### config.mk
export PLATFORM = sky130hd
export DESIGN_NAME = dual_queue_rr_scheduler
export DESIGN_NICKNAME = d
export VERILOG_FILES = /design/src/sv/dqrr_pkg.sv /design/src/sv/dual_queue_rr_scheduler.sv /design/src/sv/dqrr_ram.sv /design/src/sv/dqrr_queue.sv
export SDC_FILE = /design/constraint.sdc
export NUM_CORES = 1
export LEC_CHECK = 0
export ABC_AREA = 1
export BUFFER_PORTS_ARGS = -buffer_cell sky130_fd_sc_hd__buf_2
export CAP_MARGIN = 15
export CORE_UTILIZATION = 45
export DETAILED_ROUTE_END_ITERATION = 7
export PLACE_DENSITY_LB_ADDON = 0.08
export SLEW_MARGIN = 20
export SYNTH_ARGS = -nofsm -noshare
export SYNTH_HDL_FRONTEND = slang
export SYNTH_SLANG_ARGS = --single-unit
### constraint.sdc
create_clock -name clk_i -period 7.75 [get_ports clk_i]
set_input_delay 1.1625 -clock clk_i [delete_from_list [all_inputs] [get_ports clk_i]]
set_output_delay 1.1625 -clock clk_i [all_outputs]
set_load 0.1 [all_outputs]
### src/sv/dqrr_pkg.sv
// Package for the dual-queue round-robin scheduler.
// Holds item field widths, operation codes, FSM states and the queue control structs.
// Depends on nothing; used by dqrr_queue and dual_queue_rr_scheduler.
package dqrr_pkg;

  // Item field widths.
  localparam int ModeW  = 3;
  localparam int IdW    = 5;
  localparam int TicksW = 8;
  localparam int QuantW = 8;

  // Largest number of task ids that the id field can name.
  localparam int IdSpace = 2 ** IdW;

  // Stream payload widths, padded to whole bytes.
  localparam int InDataW  = 16;
  localparam int OutDataW = 8;

  // Configuration port.
  localparam int ApbAddrW = 3;
  localparam int ApbDataW = 32;

  // Configuration register indexes, taken from paddr[2].
  localparam logic RegQuantInteractive = 1'b0;
  localparam logic RegQuantCpuBound    = 1'b1;

  // Operation codes carried in the mode field.
  typedef enum logic [ModeW-1:0] {
    MODE_NEW   = 3'd0,
    MODE_ENQ   = 3'd1,
    MODE_PICK  = 3'd2,
    MODE_STEAL = 3'd3,
    MODE_TICK  = 3'd4
  } mode_e;

  // Sequencer states.
  typedef enum logic {
    ST_IDLE,
    ST_EXEC
  } state_e;

  // Per-task record held in the task memory.
  typedef struct packed {
    logic              interactive;
    logic [TicksW-1:0] ticks;
  } task_rec_t;

  // Commands from the sequencer to one run queue.
  typedef struct packed {
    logic rd_en;     // read the head or tail entry (accept cycle)
    logic rd_tail;   // read the tail instead of the head
    logic push;      // append push_id at the tail
    logic pop;       // drop the entry that was read
    logic pop_tail;  // the dropped entry is the tail, else the head
  } q_cmd_t;

  // Status of one run queue.
  typedef struct packed {
    logic empty;
    logic full;
  } q_stat_t;

endpackage

### src/sv/dual_queue_rr_scheduler.sv
// Top level of the dual-queue round-robin scheduler.
// Depends on dqrr_pkg, dqrr_queue and dqrr_ram.
//
// Usage:
//   Commands arrive on the s_* stream: mode (new, enqueue, pick, steal, tick),
//   task_id and task_is_idle. Each accepted command yields exactly one result
//   transaction on the m_* stream: chosen_task, chosen_valid and resched_flag.
//   The quantum registers are written over the APB port (quantum_interactive at
//   address 0, quantum_cpu_bound at address 4) while no command is in flight.
// Sequencing:
//   A command is handled in its accept cycle, which reads the task memory and both
//   queue slot memories (one read port each), and then in the execute state, which
//   modifies and writes them back and loads the result register. No new command is
//   taken until the execute state of the last one completes.
// Reset:
//   Both queues are empty, all per-task records read as zero ticks and CPU-bound
//   through per-entry valid bits, and the quanta return to 2 and 4. No clearing
//   pass is needed, so the block is ready as soon as reset is released.
// Back pressure:
//   A result that is not taken holds in the output register. The next command is
//   still accepted; its write-back waits until the output register frees up.
module dual_queue_rr_scheduler #(
  parameter int MAX_TASKS = 32
) (
  input  logic                           clk_i,
  input  logic                           rst_ni,
  // Command stream.
  input  logic                           s_tvalid,
  output logic                           s_tready,
  // [2:0] mode, [7:3] task_id, [8] task_is_idle, [15:9] zero
  input  logic [dqrr_pkg::InDataW-1:0]   s_tdata,
  // Result stream.
  output logic                           m_tvalid,
  input  logic                           m_tready,
  // [4:0] chosen_task, [5] chosen_valid, [6] resched_flag, [7] zero
  output logic [dqrr_pkg::OutDataW-1:0]  m_tdata,
  // Configuration port.
  input  logic                           psel,
  input  logic                           penable,
  input  logic                           pwrite,
  input  logic [dqrr_pkg::ApbAddrW-1:0]  paddr,
  input  logic [dqrr_pkg::ApbDataW-1:0]  pwdata,
  output logic [dqrr_pkg::ApbDataW-1:0]  prdata,
  output logic                           pready
);
  import dqrr_pkg::*;

  // Only ids below both MAX_TASKS and the id space are ever stored.
  localparam int TaskDepth = (MAX_TASKS < IdSpace) ? MAX_TASKS : IdSpace;
  localparam int IdxW      = $clog2(TaskDepth);
  localparam int RecW      = TicksW + 1;

  // Configuration registers.
  logic [QuantW-1:0] quant_int_q, quant_cpu_q;
  logic              cfg_wr;

  assign pready = 1'b1;
  assign cfg_wr = psel && penable && pwrite && pready;

  always_ff @(posedge clk_i or negedge rst_ni) begin
    if (!rst_ni) begin
      quant_int_q <= QuantW'(2);
      quant_cpu_q <= QuantW'(4);
    end else if (cfg_wr) begin
      if (paddr[2] == RegQuantInteractive) begin
        quant_int_q <= pwdata[QuantW-1:0];
      end else begin
        quant_cpu_q <= pwdata[QuantW-1:0];
      end
    end
  end

  // Register read-back.
  assign prdata = (paddr[2] == RegQuantCpuBound) ? ApbDataW'(quant_cpu_q)
                                                : ApbDataW'(quant_int_q);

  // Sequencer and command registers.
  state_e             state_q, state_d;
  logic [ModeW-1:0]   mode_q;
  logic [IdW-1:0]     id_q;
  logic               idle_q;
  logic               accept;
  logic               done;
  logic [ModeW-1:0]   in_mode;
  logic [IdW-1:0]     in_id;
  logic               in_idle;

  assign in_mode = s_tdata[2:0];
  assign in_id   = s_tdata[7:3];
  assign in_idle = s_tdata[8];

  // Output register.
  logic               out_valid_q;
  logic [IdW-1:0]     out_task_q;
  logic               out_chosen_q;
  logic               out_resched_q;

  // Per-task state: record memory, its valid bits and the queued bits.
  logic [TaskDepth-1:0] rec_valid_q, rec_valid_d;
  logic [TaskDepth-1:0] queued_q, queued_d;
  logic [RecW-1:0]      rec_rdata;
  task_rec_t            rec_cur;
  task_rec_t            rec_wdata;
  logic                 rec_we;

  // Queues.
  q_cmd_t         iq_cmd, cq_cmd;
  q_stat_t        iq_stat, cq_stat;
  logic [IdW-1:0] iq_rd_id, cq_rd_id;

  // Results computed in the execute cycle.
  logic           res_valid;
  logic [IdW-1:0] res_task;
  logic           res_resched;
  logic           id_ok;
  logic [IdxW-1:0] idx;
  logic [TicksW-1:0] tick_next;

  assign s_tready = (state_q == ST_IDLE);
  assign accept   = s_tvalid && s_tready;
  assign done     = (state_q == ST_EXEC) && (!out_valid_q || m_tready);

  // Next state.
  always_comb begin
    state_d = state_q;
    unique case (state_q)
      ST_IDLE: begin
        if (accept) begin
          state_d = ST_EXEC;
        end
      end
      ST_EXEC: begin
        if (done) begin
          state_d = ST_IDLE;
        end
      end
      default: state_d = ST_IDLE;
    endcase
  end

  always_ff @(posedge clk_i or negedge rst_ni) begin
    if (!rst_ni) begin
      state_q <= ST_IDLE;
    end else begin
      state_q <= state_d;
    end
  end

  // Command capture; payload needs no reset.
  always_ff @(posedge clk_i) begin
    if (accept) begin
      mode_q <= in_mode;
      id_q   <= in_id;
      idle_q <= in_idle;
    end
  end

  assign id_ok = (32'(id_q) < 32'(TaskDepth));
  assign idx   = id_q[IdxW-1:0];

  // A record that was never written reads as zero ticks, CPU-bound.
  assign rec_cur   = rec_valid_q[idx] ? task_rec_t'(rec_rdata) : '0;
  assign tick_next = (rec_cur.ticks != '0) ? rec_cur.ticks - TicksW'(1) : '0;

  // Execute: decide the result, queue commands and record write-back.
  always_comb begin
    iq_cmd         = '0;
    cq_cmd         = '0;
    iq_cmd.rd_en   = accept;
    cq_cmd.rd_en   = accept;
    iq_cmd.rd_tail = (mode_e'(in_mode) == MODE_STEAL);
    cq_cmd.rd_tail = (mode_e'(in_mode) == MODE_STEAL);
    res_valid      = 1'b0;
    res_task       = '0;
    res_resched    = 1'b0;
    rec_we         = 1'b0;
    rec_wdata      = rec_cur;
    rec_valid_d    = rec_valid_q;
    queued_d       = queued_q;

    if (done) begin
      unique case (mode_e'(mode_q))
        MODE_NEW: begin
          if (id_ok) begin
            rec_we                = 1'b1;
            rec_wdata.interactive = 1'b1;
            rec_wdata.ticks       = quant_int_q;
          end
        end
        MODE_ENQ: begin
          if (id_ok && !idle_q && !queued_q[idx]) begin
            if (rec_cur.interactive) begin
              if (!iq_stat.full) begin
                iq_cmd.push     = 1'b1;
                rec_we          = 1'b1;
                rec_wdata.ticks = quant_int_q;
                queued_d[idx]   = 1'b1;
              end
            end else begin
              if (!cq_stat.full) begin
                cq_cmd.push     = 1'b1;
                rec_we          = 1'b1;
                rec_wdata.ticks = quant_cpu_q;
                queued_d[idx]   = 1'b1;
              end
            end
          end
        end
        MODE_PICK: begin
          if (!iq_stat.empty) begin
            iq_cmd.pop = 1'b1;
            res_valid  = 1'b1;
            res_task   = iq_rd_id;
          end else if (!cq_stat.empty) begin
            cq_cmd.pop = 1'b1;
            res_valid  = 1'b1;
            res_task   = cq_rd_id;
          end
        end
        MODE_STEAL: begin
          if (!cq_stat.empty) begin
            cq_cmd.pop      = 1'b1;
            cq_cmd.pop_tail = 1'b1;
            res_valid       = 1'b1;
            res_task        = cq_rd_id;
          end else if (!iq_stat.empty) begin
            iq_cmd.pop      = 1'b1;
            iq_cmd.pop_tail = 1'b1;
            res_valid       = 1'b1;
            res_task        = iq_rd_id;
          end
        end
        MODE_TICK: begin
          if (id_ok && !idle_q) begin
            rec_we          = 1'b1;
            rec_wdata.ticks = tick_next;
            if (tick_next == '0) begin
              rec_wdata.interactive = 1'b0;
              res_resched           = 1'b1;
            end else if (tick_next == TicksW'(1)) begin
              rec_wdata.interactive = 1'b1;
            end
          end
        end
        default: begin
        end
      endcase

      if (rec_we) begin
        rec_valid_d[idx] = 1'b1;
      end
      // The removed task leaves its queue.
      if (res_valid) begin
        queued_d[res_task[IdxW-1:0]] = 1'b0;
      end
    end
  end

  always_ff @(posedge clk_i or negedge rst_ni) begin
    if (!rst_ni) begin
      rec_valid_q <= '0;
      queued_q    <= '0;
    end else begin
      rec_valid_q <= rec_valid_d;
      queued_q    <= queued_d;
    end
  end

  // Per-task record memory: read on accept, written back on completion.
  dqrr_ram #(
    .Width (RecW),
    .Depth (TaskDepth)
  ) u_task_mem (
    .clk_i   (clk_i),
    .we_i    (rec_we),
    .waddr_i (idx),
    .wdata_i (RecW'(rec_wdata)),
    .re_i    (accept),
    .raddr_i (in_id[IdxW-1:0]),
    .rdata_o (rec_rdata)
  );

  // Interactive run queue.
  dqrr_queue #(
    .Depth (TaskDepth)
  ) u_int_queue (
    .clk_i     (clk_i),
    .rst_ni    (rst_ni),
    .cmd_i     (iq_cmd),
    .push_id_i (id_q),
    .rd_id_o   (iq_rd_id),
    .stat_o    (iq_stat)
  );

  // CPU-bound run queue.
  dqrr_queue #(
    .Depth (TaskDepth)
  ) u_cpu_queue (
    .clk_i     (clk_i),
    .rst_ni    (rst_ni),
    .cmd_i     (cq_cmd),
    .push_id_i (id_q),
    .rd_id_o   (cq_rd_id),
    .stat_o    (cq_stat)
  );

  // Result register.
  always_ff @(posedge clk_i or negedge rst_ni) begin
    if (!rst_ni) begin
      out_valid_q <= 1'b0;
    end else if (done) begin
      out_valid_q <= 1'b1;
    end else if (m_tready) begin
      out_valid_q <= 1'b0;
    end
  end

  always_ff @(posedge clk_i) begin
    if (done) begin
      out_task_q    <= res_task;
      out_chosen_q  <= res_valid;
      out_resched_q <= res_resched;
    end
  end

  assign m_tvalid = out_valid_q;
  assign m_tdata  = {1'b0, out_resched_q, out_chosen_q, out_task_q};

  // A removed task must have been marked as queued.
  assert property (@(posedge clk_i) disable iff (!rst_ni)
                   done && res_valid |-> queued_q[res_task[IdxW-1:0]])
    else $error("removed task was not marked queued");

  // Pushes and pops never go to a full or an empty queue.
  assert property (@(posedge clk_i) disable iff (!rst_ni)
                   !(iq_cmd.push && iq_stat.full) && !(cq_cmd.push && cq_stat.full))
    else $error("push into a full run queue");

  assert property (@(posedge clk_i) disable iff (!rst_ni)
                   !(iq_cmd.pop && iq_stat.empty) && !(cq_cmd.pop && cq_stat.empty))
    else $error("pop from an empty run queue");

  // An accepted command blocks the next one for its execute cycle.
  assert property (@(posedge clk_i) disable iff (!rst_ni)
                   accept |=> !s_tready)
    else $error("command accepted during execute");

endmodule

### src/sv/dqrr_ram.sv
// Generic single-port-write, single-port-read RAM with a registered read.
// Width and depth are parameters; no dependencies.
module dqrr_ram #(
  parameter int Width = 8,
  parameter int Depth = 32
) (
  input  logic                     clk_i,
  input  logic                     we_i,
  input  logic [$clog2(Depth)-1:0] waddr_i,
  input  logic [Width-1:0]         wdata_i,
  input  logic                     re_i,
  input  logic [$clog2(Depth)-1:0] raddr_i,
  output logic [Width-1:0]         rdata_o
);

  logic [Width-1:0] mem_q [Depth];
  logic [Width-1:0] rdata_q;

  // Write port.
  always_ff @(posedge clk_i) begin
    if (we_i) begin
      mem_q[waddr_i] <= wdata_i;
    end
  end

  // Read port; the data holds until the next read.
  always_ff @(posedge clk_i) begin
    if (re_i) begin
      rdata_q <= mem_q[raddr_i];
    end
  end

  assign rdata_o = rdata_q;

endmodule

### src/sv/dqrr_queue.sv
// One run queue of task ids: a circular buffer in a dqrr_ram plus head and count.
// Depends on dqrr_pkg and dqrr_ram.
module dqrr_queue #(
  parameter int Depth = 32
) (
  input  logic                    clk_i,
  input  logic                    rst_ni,
  input  dqrr_pkg::q_cmd_t        cmd_i,
  input  logic [dqrr_pkg::IdW-1:0] push_id_i,
  output logic [dqrr_pkg::IdW-1:0] rd_id_o,
  output dqrr_pkg::q_stat_t       stat_o
);
  import dqrr_pkg::*;

  localparam int PtrW = $clog2(Depth);
  localparam int CntW = $clog2(Depth + 1);
  localparam int SumW = PtrW + 2;

  logic [PtrW-1:0] head_q, head_d;
  logic [CntW-1:0] count_q, count_d;
  logic [SumW-1:0] sum_ins, sum_tail;
  logic [SumW-1:0] ins_wrap, tail_wrap;
  logic [PtrW-1:0] ins_ptr, tail_ptr, rd_ptr;
  logic [SumW-1:0] head_inc;

  // Insert position is head + count and the tail is one before it, both modulo Depth.
  always_comb begin
    sum_ins   = SumW'(head_q) + SumW'(count_q);
    sum_tail  = sum_ins - SumW'(1);
    ins_wrap  = (sum_ins >= SumW'(Depth)) ? sum_ins - SumW'(Depth) : sum_ins;
    tail_wrap = (sum_tail >= SumW'(Depth)) ? sum_tail - SumW'(Depth) : sum_tail;
    ins_ptr   = ins_wrap[PtrW-1:0];
    tail_ptr  = tail_wrap[PtrW-1:0];
    rd_ptr    = cmd_i.rd_tail ? tail_ptr : head_q;
    head_inc  = SumW'(head_q) + SumW'(1);
  end

  // Pointer update for push and pop.
  always_comb begin
    head_d  = head_q;
    count_d = count_q;
    if (cmd_i.push) begin
      count_d = count_q + CntW'(1);
    end else if (cmd_i.pop) begin
      count_d = count_q - CntW'(1);
      if (!cmd_i.pop_tail) begin
        head_d = (head_inc >= SumW'(Depth)) ? '0 : head_inc[PtrW-1:0];
      end
    end
  end

  always_ff @(posedge clk_i or negedge rst_ni) begin
    if (!rst_ni) begin
      head_q  <= '0;
      count_q <= '0;
    end else begin
      head_q  <= head_d;
      count_q <= count_d;
    end
  end

  // Slot storage.
  dqrr_ram #(
    .Width (IdW),
    .Depth (Depth)
  ) u_slots (
    .clk_i   (clk_i),
    .we_i    (cmd_i.push),
    .waddr_i (ins_ptr),
    .wdata_i (push_id_i),
    .re_i    (cmd_i.rd_en),
    .raddr_i (rd_ptr),
    .rdata_o (rd_id_o)
  );

  assign stat_o.empty = (count_q == '0);
  assign stat_o.full  = (count_q == CntW'(Depth));

  // The fill count never passes the queue depth.
  assert property (@(posedge clk_i) disable iff (!rst_ni) count_q <= CntW'(Depth))
    else $error("run queue count exceeds its depth");

endmodule

== After elaboration in Yosys (flattened, before gate mapping) ==
Memories as Yosys holds them, arrays and structs flattened. A register that Yosys moved wholly into a read port is not among the register bits.
Index checks and enable logic that the tools add are counted.

* Logic and storage cells: 176
* Memory bits (writable): 608
* Bits of input ports: 58
* Memories kept: 3
* Output and inout bits: 43
* Flip-flop bits (word level): 120

{| class="wikitable"
|+ Memories
! name !! depth !! width !! read ports !! clocked after memory_dff !! write ports !! RTL line !! source
|-
| u_task_mem.mem_q || 32 || 9 || 1 || 1 || 1 || dqrr_ram.sv:16 || <nowiki>logic [Width-1:0] mem_q [Depth];</nowiki>
|-
| u_cpu_queue.u_slots.mem_q || 32 || 5 || 1 || 1 || 1 || dqrr_ram.sv:16 ||
|-
| u_int_queue.u_slots.mem_q || 32 || 5 || 1 || 1 || 1 || dqrr_ram.sv:16 ||
|}

* Magnitude comparators: 10
* Mux-type cells: 88
* Reductions and logical operators: 25
* $add $sub $neg: 15
* Bitwise operators: 11
* Equal/unequal tests: 8

{| class="wikitable"
|+ Operator list
! cell !! number
|-
| 32-bit two-way mux || 7
|-
| 5-bit two-way mux || 13
|-
| 32-bit bitwise OR || 2
|-
| 8-bit two-way mux || 6
|-
| 7-bit by 6-bit greater-or-equal comparator with 1-bit output (second input constant) || 6
|-
| 1-bit two-way mux || 38
|-
| 32-bit bitwise AND || 1
|-
| 32-bit inverter || 1
|-
| 9-bit two-way mux || 3
|-
| 6-bit two-way mux || 4
|-
| 8-bit one-hot mux with 3 select lines || 1
|-
| 5-bit by 1-bit subtractor with 5-bit output (second input constant) || 4
|-
| 5-bit by 6-bit adder with 7-bit output || 2
|-
| 7-bit by 1-bit subtractor with 7-bit output (second input constant) || 2
|-
| 5-bit by 1-bit adder with 6-bit output (second input constant) || 2
|-
| 6-bit by 1-bit adder with 6-bit output (second input constant) || 2
|-
| 6-bit == test (second input constant) || 2
|-
| 6-bit logical NOT || 2
|-
| 5-bit by 6-bit < comparator with 1-bit output (second input constant) || 2
|-
| 6-bit by 1-bit subtractor with 6-bit output (second input constant) || 2
|-
| 1-bit binary-select mux with 5-bit select || 2
|-
| 1-bit demux with 5-bit select || 2
|-
| 5-bit by 1-bit greater-or-equal comparator with 1-bit output (second input constant) || 2
|-
| 1-bit one-hot mux with 2 select lines || 5
|-
| 20 further kinds || 44
|}

== Logic depth before layout (Yosys ltp) ==
Gate-level depths: netlist of run 1.

* Word-level depth: 12
* Gate-level depth with buffers: 26
* Gate-level depth less buffers: 24

== Modules after synthesis ==
A second synthesis of run 1 with hierarchy kept.

* Cells, all modules: 3,256
* Area, all modules: 33,581.0 µm²

{| class="wikitable"
|+ By module, submodules not included
! module !! times used !! cells an instance !! area each (µm²) !! seq. area each (µm²)
|-
| dqrr_ram at u_task_mem || 1 || 1,029 || 12,065.3 || 8,918.6
|-
| dqrr_ram at u_int_queue.u_slots || 1 || 595 || 6,851.6 || 4,954.8
|-
| dqrr_ram at u_cpu_queue.u_slots || 1 || 595 || 6,846.6 || 4,954.8
|-
| dual_queue_rr_scheduler || 1 || 749 || 5,733.0 || 2,534.9
|-
| dqrr_queue at u_int_queue || 1 || 144 || 1,043.5 || 275.3
|-
| dqrr_queue at u_cpu_queue || 1 || 144 || 1,041.0 || 275.3
|}

== Worst setup path after synthesis of run 1 ==
No wires, ideal clock.

* Kind: input -> output
* From: in paddr[2] in the netlist's numbering
* To: out prdata[0] in the netlist's numbering
* Cell stages on the path: 2
* Arrival: 3.477 ns
* Path slack: 3.110 ns
* Buffers on the path: 1
* Path through: clkbuf_1 o21ai_0

* Longest elaborated chain between the ends: 1

{| class="wikitable"
|+ Ends and longest elaborated chain
! what !! RTL line !! source
|-
| start: declaration || dual_queue_rr_scheduler.sv:41 || <nowiki>input logic [dqrr_pkg::ApbAddrW-1:0] paddr,</nowiki>
|-
| 8-bit two-way mux || dual_queue_rr_scheduler.sv:74 || <nowiki>assign prdata = (paddr[2] == RegQuantCpuBound) ? ApbDataW'(quant_cpu_q)</nowiki>
|-
| end: declaration || dual_queue_rr_scheduler.sv:43 || <nowiki>output logic [dqrr_pkg::ApbDataW-1:0] prdata,</nowiki>
|}

Every way passes these cells.

== Worst setup path in the final report of run 1 ==
* From: reg id_q[0]
* To: mem u_task_mem.mem_q[27][7] in the netlist's numbering (enable)

* Longest elaborated chain between the ends: 10

{| class="wikitable"
|+ Ends and longest elaborated chain
! what !! RTL line !! source
|-
| start: declaration || dual_queue_rr_scheduler.sv:80 || <nowiki>logic [IdW-1:0] id_q;</nowiki>
|-
| start signal: assignment || dual_queue_rr_scheduler.sv:153 || <nowiki>id_q <= in_id;</nowiki>
|-
| 1-bit binary-select mux with 5-bit select (on tied branches) || dual_queue_rr_scheduler.sv:162, dual_queue_rr_scheduler.sv:191 ||
|-
| 1-bit two-way mux (on tied branches) || dual_queue_rr_scheduler.sv:162, dual_queue_rr_scheduler.sv:191 ||
|-
| 9-bit two-way mux or 1-bit logical NOT (tied branches) || dual_queue_rr_scheduler.sv:162, dual_queue_rr_scheduler.sv:191 ||
|-
| 1-bit two-way mux or 1-bit logical AND (tied branches) || dual_queue_rr_scheduler.sv:192, dual_queue_rr_scheduler.sv:191 ||
|-
| 1-bit two-way mux || dual_queue_rr_scheduler.sv:191 || <nowiki>if (id_ok && !idle_q && !queued_q[idx]) begin</nowiki>
|-
| 1-bit one-hot mux with 3 select lines || dual_queue_rr_scheduler.sv:182 || <nowiki>unique case (mode_e'(mode_q))</nowiki>
|-
| 1-bit two-way mux (2 in series) || dual_queue_rr_scheduler.sv:181 || <nowiki>if (done) begin</nowiki>
|-
| 1-bit two-way mux || dqrr_ram.sv:21 || <nowiki>if (we_i) begin</nowiki>
|-
| 1-bit two-way mux (implied by the code) || dqrr_ram.sv:22 || <nowiki>mem_q[waddr_i] <= wdata_i;</nowiki>
|-
| end: declaration || dqrr_ram.sv:16 ||
|}

Parallel ways exist; a longest one is shown, timed or not. The select of a mux whose other input is x is not followed.

==> run metrics, run 1 <==
Hold Path Class reg -> reg; Die Ht between 200 and 300 um; sequential share of the synthesized area between 60% and 70%; Final Max Tran Viols 0; non-filler instance count after layout 3876; CP Max Fanout 50; hold endpoint rec_valid_q[4]; worst slack, placed 2.79 ns; post-route core utilization between 50 and 60%; FF/Latch Area around 22000 sq um; H-tree depth 3; placed cell area 33200 sq um; Power Total around 11 mW; clk_lat worst skew approximately 0.63 ns; most common cell after layout, fill and taps aside edfxtp_1; RSZ-0062 raised after global routing no; total setup buffers inserted after CTS 0; worst endpoint required time approximately 8.0 ns; post-placement cell count 3730; Ys Warns 0; synthesis-to-finish area growth 11.2%; Core Area 70300 sq um; Mean Syn Cell Area approximately 11 sq um; RR Startpoint id_q[0]; Main synth FF type edfxtp_1; max_cap viols 0; Max Root-Sink Buffers 3; Switching Share 33.6%; final setup margin ~2.9 ns; sequential share of power about two fifths; final worst path period share a little over three fifths; # setup viols final 0; GP Congestion 0.867; Worst setup EP type flip-flop; cell area after synthesis ~32000 sq um; CTS Hold Bufs 0; multi-input combinational cell area 9040 sq um; DRT iter0 DRCs 1670; VDD IR max about 0.21 mV; Pre-antenna DRT Iters 7; worst hold slack about 0.45 ns; Mapped Cells between 2000 and 3000; Cell Rows 97; CTS buffer count 80; combinational share of power 25.9%; setup TNS 0 ns; fin area between 30000 and 40000 sq um; number of synthesized flops with an enable pin approximately 640; Hold Path Cell Cnt 2; Post-synth ARST share between 10% and 20%; die area ~72000 sq um; Clock transition at path regs about 0.060 ns; switching power 3.79 mW; DP Wirelength 50.4 mm; vias in the first global route ~21000; initial antenna violation count 1; Sink Count between 700 and 800; fmax slightly above 0.2 GHz; Tot GR Track Use a little under a quarter; post_cts resized 0; root buffer cell clkbuf_16; crit start category flip-flop; DR WL/cell 21.0 um; reg2reg setup slack around 2.9 ns; power per cell area around 320 nW/um^2; Slew HR about 26%; clock power share about a third; Yosys reg bits ~750; WP data arrival approximately 5.1 ns; most frequent cells in the layout edfxtp_1, nor2_1, o21ai_0; Crit Path Class reg -> reg; Hold Crit Start rec_valid_q[4]; Die Wd between 200 and 300 um; Least-Margin Pin Slew 1.11 ns; synth unique cells between 40 and 50; Period minus WS final 4.89 ns; I/O Buffers roughly 40; final wirelength about 82 mm; status finished, final reports clean; first-pass GRT wire length around 120 mm; Ports approximately 100; Final ANT Viol Nets 0; vias per cell 5.53; RR Endpoint u_task_mem.mem_q[27][7]; largest net degree at the start of global routing a little over 80; Power Internal about 7.5 mW; leakage 12.6 nW; endpoints failing hold 0; Setup Skew between 0.02 and 0.025 ns; worst reg2reg path depth 15; initial core utilization a little under half; GR Overflow Total 0; n_diodes 0; share of cells above drive strength 1 7.80%; TritonCTS clock tree yes; # DRC 0; fill count approximately 6200; Final nets between 2000 and 3000; Via Count approximately 21000
-- power by group through the flow --
stage | Sequential, mW | Clock, mW | Combinational [mW]
5_1_grt | 4.71 | 3.90 | 3.29
4_1_cts | 4.69 | 3.74 | 2.94
6_report | 4.69 | 3.67 | 2.93
3_3_place_gp | 4.77 | 0 | 2.89
2_1_floorplan | 4.78 | 0 | 2.06
3_5_place_dp | 4.77 | 0 | 2.93
-- sequential cells by signal, indices dropped and copies added, names as in the netlist, 8 cells and up --
name                       count
u_cpu_queue.u_slots.mem_q    160
rec_valid_q                   32
u_task_mem.rdata_o             9
queued_q                      32
quant_cpu_q                    8
u_int_queue.u_slots.mem_q    160
u_task_mem.mem_q             288
quant_int_q                    8
-- worst max-delay path: stages, from the launching register on --
cell and delay, ns:
edfxtp_1 0.36, buf_4 0.52, inv_2 0.30, nand2_2 0.27, inv_2 0.14, a22oi_1 0.18, a21oi_1 0.10, or2_1 0.23
nor2_1 0.15, nand4_1 0.26, inv_2 0.24, o21ai_2 0.12, o22ai_2 0.14, o21ai_4 0.24, buf_4 0.35, nor2_1 0.86
-- final cells by class --
type | count | area share [%]
flip-flops and latches | 747 | 61.4
multi-input cells | 1814 | 25.3
clock buffers | 107 | 6.01
well taps | 940 | 3.30
inverters | 151 | 1.60
repair buffers | 78 | 1.37
clock inverters | 39 | 0.961
-- worst max-delay path by stage --
stage	endpoint	startpoint	slack, ns	depth (start not counted)
2_1_floorplan	prdata[0]	paddr[2]	3.11	2
3_3_place_gp	u_task_mem.mem_q[26][4]	id_q[0]	2.84	15
3_5_place_dp	u_task_mem.mem_q[26][5]	id_q[0]	2.79	15
4_1_cts	u_task_mem.mem_q[26][7]	id_q[0]	2.77	15
5_1_grt	u_task_mem.mem_q[27][2]	id_q[0]	2.50	15
6_report	u_task_mem.mem_q[27][7]	id_q[0]	2.86	15
-- synthesized netlist by cell type, drive strengths merged, types with 5 or more instances --
master | instances | area share (%)
a31oi | 12 | 0.23
a32oi | 9 | 0.25
ha | 30 | 1.2
o22ai | 103 | 2.0
a21oi | 121 | 1.9
a22oi | 16 | 0.37
o211ai | 6 | 0.14
o221ai | 46 | 1.3
or2 | 5 | 0.097
nor2 | 553 | 6.5
xor2 | 19 | 0.52
o21bai | 29 | 0.68
xnor2 | 6 | 0.16
clkbuf | 117 | 1.4
inv | 149 | 1.7
buf | 46 | 0.97
nor3 | 18 | 0.30
nand3 | 83 | 1.3
o21ai | 388 | 6.1
o311ai | 9 | 0.25
nand2 | 311 | 3.7
edfxtp | 643 | 60
dfrtp | 102 | 8.0
-- cell families after synthesis --
| logic type | Yosys count | synth area share, % |
|---|---|---|
| adders and majority gates | 34 | 1.42 |
| DFF | 747 | 68.3 |
| xor gates and xnor gates | 25 | 0.682 |
| other | 2 | 0.0234 |
| and+or+nand+nor | 978 | 12.0 |
| buffers and inverters | 314 | 4.10 |
| muxes | 2 | 0.0702 |
| AOI/OAI and AO/OA | 749 | 13.4 |
-- metal layers --
layer	part of all wire (%)	global-route usage [%]	vias to the layer above
met4	3.2	7.85	2
met5	0.013	0	-
met3	4.6	3.35	149
met2	49	38.8	533
li1	-	-	10193
met1	43	29.7	10553
(Power assumes the default switching activity.)
==> inputs of run 2 (changes only) <==
==> constraint.sdc (replaced) <==
create_clock -name clk_i -period 4.85 [get_ports clk_i]
set_input_delay 0.7275 -clock clk_i [delete_from_list [all_inputs] [get_ports clk_i]]
set_output_delay 0.7275 -clock clk_i [all_outputs]
set_load 0.1 [all_outputs]
==> run metrics, run 2 (synthesis results as in run 1) <==
status finished, final reports clean; # setup viols final 0 (unchanged); Ports 101 (unchanged); post_cts resized 0 (unchanged); WP data arrival 4.52 ns (-0.60 ns); Core Area 70300 sq um (unchanged); Cell Rows 97 (unchanged); Hold Path Class in -> async; Worst setup EP type flip-flop; CP Cell Sequence buf_4 -> inv_1 -> nand2_1 -> nand2_1 -> nand2_1 -> nand2_1 -> nor2_1 -> nand2_2 -> nand2_1 -> nand2_1 -> inv_1 -> nand2_1 -> inv_1 -> nand2_1 -> nor2_1; Sink Count 747 (unchanged); final wirelength 82.7 mm (+1.5%); Period minus WS final 4.26 ns (-0.635 ns); buffer and inverter count on the worst path 4 (-1); Crit Path Class reg -> reg; slowest stage delay, CP 0.51 ns (-0.35 ns); endpoints failing hold 0 (unchanged); VDD IR max 0.322 mV (+51%); Slew HR 33.5% (+7.8 points); Final ANT Viol Nets 0 (unchanged); final worst path period share 87.7% (+25 points); CTS buffer count 80 (unchanged); most common cell after layout, fill and taps aside edfxtp_1; Via Count 21772 (+1.6%); # DRC 0 (unchanged); fmax 0.235 GHz (+15%); I/O Buffers 41 (unchanged); n_diodes 0 (unchanged); CP Max Fanout 33 (-34%); die area 72400 sq um (unchanged); Final Max Tran Viols 0 (unchanged); Clock transition at path regs 0.06 ns (about the same); root buffer cell clkbuf_16; max reg flops 288 (unchanged); Max Root-Sink Buffers 3 (unchanged); largest reg by FF count u_task_mem.mem_q; total setup buffers inserted after CTS 0 (unchanged); Largest regs u_task_mem.mem_q (288), u_cpu_queue.u_slots.mem_q (160), u_int_queue.u_slots.mem_q (160); DP Wirelength 51.9 mm (+3.1%); CP max stage cell nor2_1; most frequent cells in the layout edfxtp_1, nor2_1, o21ai_0; worst endpoint required time 5.11 ns (-2.87 ns); setup TNS 0 ns (unchanged); DRT iter0 DRCs 1775 (+6.3%); Tot GR Track Use 23.3% (+0.54 points); DR WL/cell 21.1 um (+0.25%); H-tree depth 3 (unchanged); clk_lat worst skew 0.63 ns (about the same); crit start category flip-flop; TritonCTS clock tree yes; leakage 13.0 nW (+2.6%); kind of cell adding the most delay to the critical path simple AND/OR/NAND/NOR gates; GP Congestion 0.880 (+1.4%); power per cell area 505 nW/um^2 (+60%); max_cap viols 0 (unchanged); CTS Hold Bufs 0 (unchanged); RSZ-0062 raised after global routing no; share of cells above drive strength 1 9.62% (+1.8 points); vias per cell 5.55 (+0.38%); Die Ht 269 um (unchanged); synthesis-to-finish area growth 12.7%; initial core utilization 45.7% (unchanged); Setup Skew 0.0270 ns (+0.00383 ns); GR Overflow Total 0 (unchanged); initial antenna violation count 0 (-1); first-pass GRT wire length 127 mm (+2.2%); vias in the first global route 21699 (+3.2%); Final nets 3009 (+1.5%); Die Wd 269 um (unchanged); post-route core utilization 51.5% (+0.68 points); Least-Margin Pin Slew 0.997 ns (-0.112 ns); largest net degree at the start of global routing 114 (+39%); Pre-antenna DRT Iters 5 (-2); Worst path most repeated cell nand2_1
-- run 2: layout make-up --
cell class              count  area, sq um
flip-flops and latches    747        21900
clock inverters            41          322
repair buffers            123          863
multi-input cells        1814         9040
clock buffers             107         2280
inverters                 151          569
well taps                 940         1180
fillers                  6187        34100
-- run 2: worst register-to-register path, stage by stage (launching register included) --
cell      delay [ns]
edfxtp_1        0.35
buf_4           0.39
inv_1           0.28
nand2_1         0.13
nand2_1         0.06
nand2_1         0.07
nand2_1         0.05
nor2_1          0.20
nand2_2         0.26
nand2_1         0.21
nand2_1         0.24
inv_1           0.17
nand2_1         0.32
inv_1           0.26
nand2_1         0.38
nor2_1          0.52
-- run 2: report_power, final --
group          internal (mW)  leakage (nW)  switching (mW)
sequential              7.28          7.20           0.212
clock                   3.43          1.27            2.52
combinational           1.36          4.48            3.47
total                   12.1          13.0            6.20
-- run 2: final timing paths --
| kind | slack (ns) | to | cells past startpoint | from |
|---|---|---|---|---|
| setup / recovery | 0.59 | u_cpu_queue.u_slots.mem_q[23][1] | 15 | id_q[1] |
| hold / removal | 0.23 | u_int_queue.head_q[2] | 1 | rst_ni |
| setup reg to reg | 0.59 | u_cpu_queue.u_slots.mem_q[23][1] | 15 | id_q[1] |
| hold reg to reg | 0.46 | rec_valid_q[22] | 2 | rec_valid_q[22] |
| max in group asynchronous | 3.50 | rec_valid_q[12] | 2 | rst_ni |
| min in group clk_i | 0.29 | idle_q | 1 | s_tdata[8] |
-- run 2: through the flow --
step	worst slack (ns)	total power, mW	area [sq um]	instances	hold WS, ns
floorplan	0.451	10.9	32200	2875	0.424
global placement	0.642	12.4	33600	3775	0.440
detailed placement	0.559	12.4	33600	3775	0.445
CTS	0.543	18.4	36200	3923	0.253
global route	0.238	19.2	36200	3923	0.269
finish	0.594	18.3	36200	3923	0.228
-- run 2: layer usage --
layer / vias up / routed length (um) / share of wire, % / global-route usage (%)
met1: 10738 / 35100 / 42 / 30.0
met3: 132 / 4360 / 5.3 / 3.73
met4: 0 / 2460 / 3.0 / 8.00
met5: - / 0 / 0 / 0
li1: 10294 / - / - / -
met2: 608 / 40800 / 49 / 40.0
==> inputs of run 3 (changes only) <==
--- a/config.mk
+++ b/config.mk
@@ -5,11 +5,12 @@
 export SDC_FILE = /design/constraint.sdc
 export NUM_CORES = 1
 export LEC_CHECK = 0
-export ABC_AREA = 1
 export BUFFER_PORTS_ARGS = -buffer_cell sky130_fd_sc_hd__buf_2
 export CAP_MARGIN = 15
+export CORE_ASPECT_RATIO = 0.8
 export CORE_UTILIZATION = 45
 export DETAILED_ROUTE_END_ITERATION = 7
+export GPL_TIMING_DRIVEN = 0
 export PLACE_DENSITY_LB_ADDON = 0.08
 export SLEW_MARGIN = 20
 export SYNTH_ARGS = -nofsm -noshare
==> run metrics, run 3 <==
status finished with violations; failing checks max-capacitance violations, max-slew violations; clock power share 32.2% (-0.3 points); power per cell area 504 nW/um^2 (-0.23%); Tot GR Track Use 21.4% (-1.9 points); Via Count 17467 (-20%); Ports 101 (unchanged); leakage 12.9 nW (about the same); worst endpoint required time 5.31 ns (+0.20 ns); CTS buffer count 77 (-3.8%); clk_lat worst skew 0.63 ns (about the same); placed cell area 34000 sq um (+1.5%); GR peak layer met1; CP Max Fanout 20 (-39%); post-route core utilization 53.4% (+1.9 points); root buffer cell clkbuf_16; Largest regs u_task_mem.mem_q (288), u_cpu_queue.u_slots.mem_q (160), u_int_queue.u_slots.mem_q (160); max_cap viols 1 (+1); post-placement cell count 2823 (-25%); Worst path most repeated cell clkbuf_8; H-tree depth 3 (unchanged); initial core utilization 45.9% (+0.25 points); die area 72000 sq um (-0.53%); VDD IR max 0.350 mV (+8.9%); switching power 5.72 mW (-7.6%); top cell type by total area after synthesis edfxtp_1; Period minus WS final 4.76 ns (+0.509 ns); synth top area cells edfxtp_1, mux4_2, dfrtp_1; Final ANT Viol Nets 0 (unchanged); max reg flops 288 (unchanged); DP Wirelength 51.9 mm (about the same); Final nets 2099 (-30%); Switching Share 30.6% (-3.3 points); post-synthesis mux area share 17.1% (+17 points); Sink Count 747 (unchanged); vias in the first global route 17314 (-20%); GP Congestion 0.856 (-2.7%); xor/xnor share of the synthesized area 0.933% (+0.25 points); most common cell after layout, fill and taps aside edfxtp_1; non-filler instance count after layout 2997 (-24%); most frequent cells in the layout edfxtp_1, mux4_2, nor2_1; Least-Margin Pin Slew 1.98 ns (+0.978 ns); first-pass GRT wire length 113 mm (-11%); crit start category flip-flop; met3 Usage GRT 3.71% (-0.012 points); Mean Syn Cell Area 17.7 sq um (+57%); Max Root-Sink Buffers 3 (unchanged); Die Ht 240 um (-11%); TritonCTS clock tree yes; Crit Path Class reg -> reg; vias per cell 5.83 (+5.0%); Cell Rows 86 (-11%); initial antenna violation count 1 (+1); Core Area 69500 sq um (-1.1%); WP data arrival 5.23 ns (+0.71 ns); final setup margin 0.0859 ns (-0.509 ns); endpoints failing hold 0 (unchanged); Power Internal 13.0 mW (+7.5%); CP Cell Sequence buf_8 -> clkbuf_8 -> nor3b_4 -> a22o_1 -> a211oi_4 -> clkbuf_8 -> nand2_8 -> clkbuf_16 -> nand2_4 -> ha_4 -> clkbuf_8 -> or3_1 -> o31ai_2 -> a21oi_1 -> nor4b_2 -> o311ai_2 -> o211a_1 -> a311oi_4 -> buf_12 -> buf_12; GR Overflow Total 0 (unchanged); Main synth FF type edfxtp_1; cell area after synthesis 31900 sq um (-0.54%); top-area cell type share of the netlist area 60.5% (+0.33 points); I/O Buffers 40 (-2.4%); grt met1 use 33.9% (+3.9 points); most common cell in the synthesized netlist edfxtp_1; fin area 37100 sq um (+2.6%); sequential share of power 40.8% (-0.2 points); Pre-antenna DRT Iters 6 (+1); met2 GRT Util 30.8% (-9.2 points); fill count 5564 (-10%); Simple-Gate Fraction of Synth Area 4.53% (-7.4 points); main combinational cell family by area after synthesis multiplexers; number of synthesized flops with an enable pin 643 (unchanged); Ys Warns 0 (unchanged); Compound-Gate Fraction of Synth Area 5.24% (-8.2 points); final worst path period share 98.2% (+10 points); slowest stage delay, CP 0.45 ns (-0.06 ns); combinational share of power 26.9% (+0.5 points); synth unique cells 79 (+68%); Mapped Cells 1808 (-37%); DR WL/cell 25.5 um (+21%); # setup viols final 0 (unchanged); commonest cells in the synthesized netlist edfxtp_1, mux4_2, nor2_1; largest net degree at the start of global routing 58 (-49%); # DRC 0 (unchanged); Hold Path Class in -> async; Worst setup EP type flip-flop; final wirelength 76.4 mm (-7.6%); Setup Skew 0.0384 ns (+0.0115 ns); Yosys reg bits 747 (unchanged); Slew HR -33.1% (-67 points); Post-synth ARST share 13.9% (unchanged); worst slack, placed -0.895 ns (-1.45 ns); post-synthesis adder-cell area fraction 1.43% (+0.0077 points); RSZ-0062 raised after global routing yes; largest reg by FF count u_task_mem.mem_q; Power Total 18.7 mW (+2.4%); sequential share of the synthesized area 68.7% (+0.37 points); DRT iter0 DRCs 1771 (-0.23%); CP max stage cell edfxtp_1; Die Wd 300 um (+11%); synthesis-to-finish area growth 16.2%; fmax 0.210 GHz (-11%); share of cells above drive strength 1 27.5% (+18 points); Final Max Tran Viols 8 (+8); Clock transition at path regs 0.06 ns (about the same)
## run 3: stage by stage
| step | hold WS [ns] | setup TNS, ns |
|---|---|---|
| 2_1_floorplan | 0.432 | -8.94 |
| 3_3_place_gp | 0.454 | -1688.55 |
| 3_5_place_dp | 0.457 | -244.70 |
| 4_1_cts | 0.0382 | 0 |
| 5_1_grt | 0.0730 | -1.75 |
| 6_report | 0.0536 | 0 |
## run 3: logic make-up after synthesis
kind of cell               after synthesis
and+or+nand+nor                        313
AOI/OAI and AO/OA                      228
adders and majority gates               34
muxes                                  309
buffers and inverters                  141
DFF                                    747
xor gates and xnor gates                34
other                                    2
## run 3: final timing paths
path	start	end	slack, ns	cells past startpoint
max	id_q[4]	u_task_mem.mem_q[18][8]	0.09	20
min	rst_ni	quant_int_q[6]	0.05	1
max reg2reg	id_q[4]	u_task_mem.mem_q[18][8]	0.09	20
min reg2reg	rec_valid_q[26]	rec_valid_q[26]	0.47	1
max in group asynchronous	rst_ni	u_int_queue.head_q[3]	4.13	2
min in group clk_i	s_tdata[8]	idle_q	0.30	1
## run 3: area by class of cell
| cell class | count | area [sq um] | area share, % |
|---|---|---|---|
| inverter | 28 | 105 | 0.283 |
| tap | 924 | 1160 | 3.12 |
| buffer | 110 | 627 | 1.69 |
| antenna | 2 | 5.00 | 0.0135 |
| timing repair buffer | 97 | 936 | 2.52 |
| multi-input combinational | 946 | 9800 | 26.4 |
| clock buffer | 95 | 2020 | 5.43 |
| sequential | 747 | 21900 | 59.1 |
| clock inverter | 48 | 544 | 1.47 |
## run 3: repair_timing
action / CTS / global route
buffers inserted: 18 / 10
gates cloned: 1 / 2
setup endpoints to repair: 751 / 424
pin swaps: 9 / 8
hold buffers: 0 / 0
resized for setup: 21 / 30
## run 3: power groups by stage
| stage | Sequential, mW | Clock [mW] | Combinational (mW) |
|---|---|---|---|
| after floorplan | 7.76 | 0 | 3.51 |
| after global placement | 7.84 | 0 | 4.72 |
| after detailed placement | 7.78 | 0 | 4.93 |
| after CTS | 7.64 | 6.15 | 5.02 |
| after global routing | 7.67 | 6.39 | 5.48 |
| final | 7.64 | 6.03 | 5.04 |
## run 3: metal layers
layer,up-vias,share of wire (%)
met1,9097,48
li1,7646,-
met3,109,6.8
met4,0,2.0
met5,-,0
met2,615,43
## run 3: worst max-delay path, delay by kind of cell (launching register included)
kind	cells	cell delay (ns)
adder cells (fa/ha/maj)	1	0.18
AO/OA/AOI/OAI	7	1.51
buffers and inverters	7	1.21
AND/OR/NAND/NOR	5	1.24
flip-flops	1	0.45
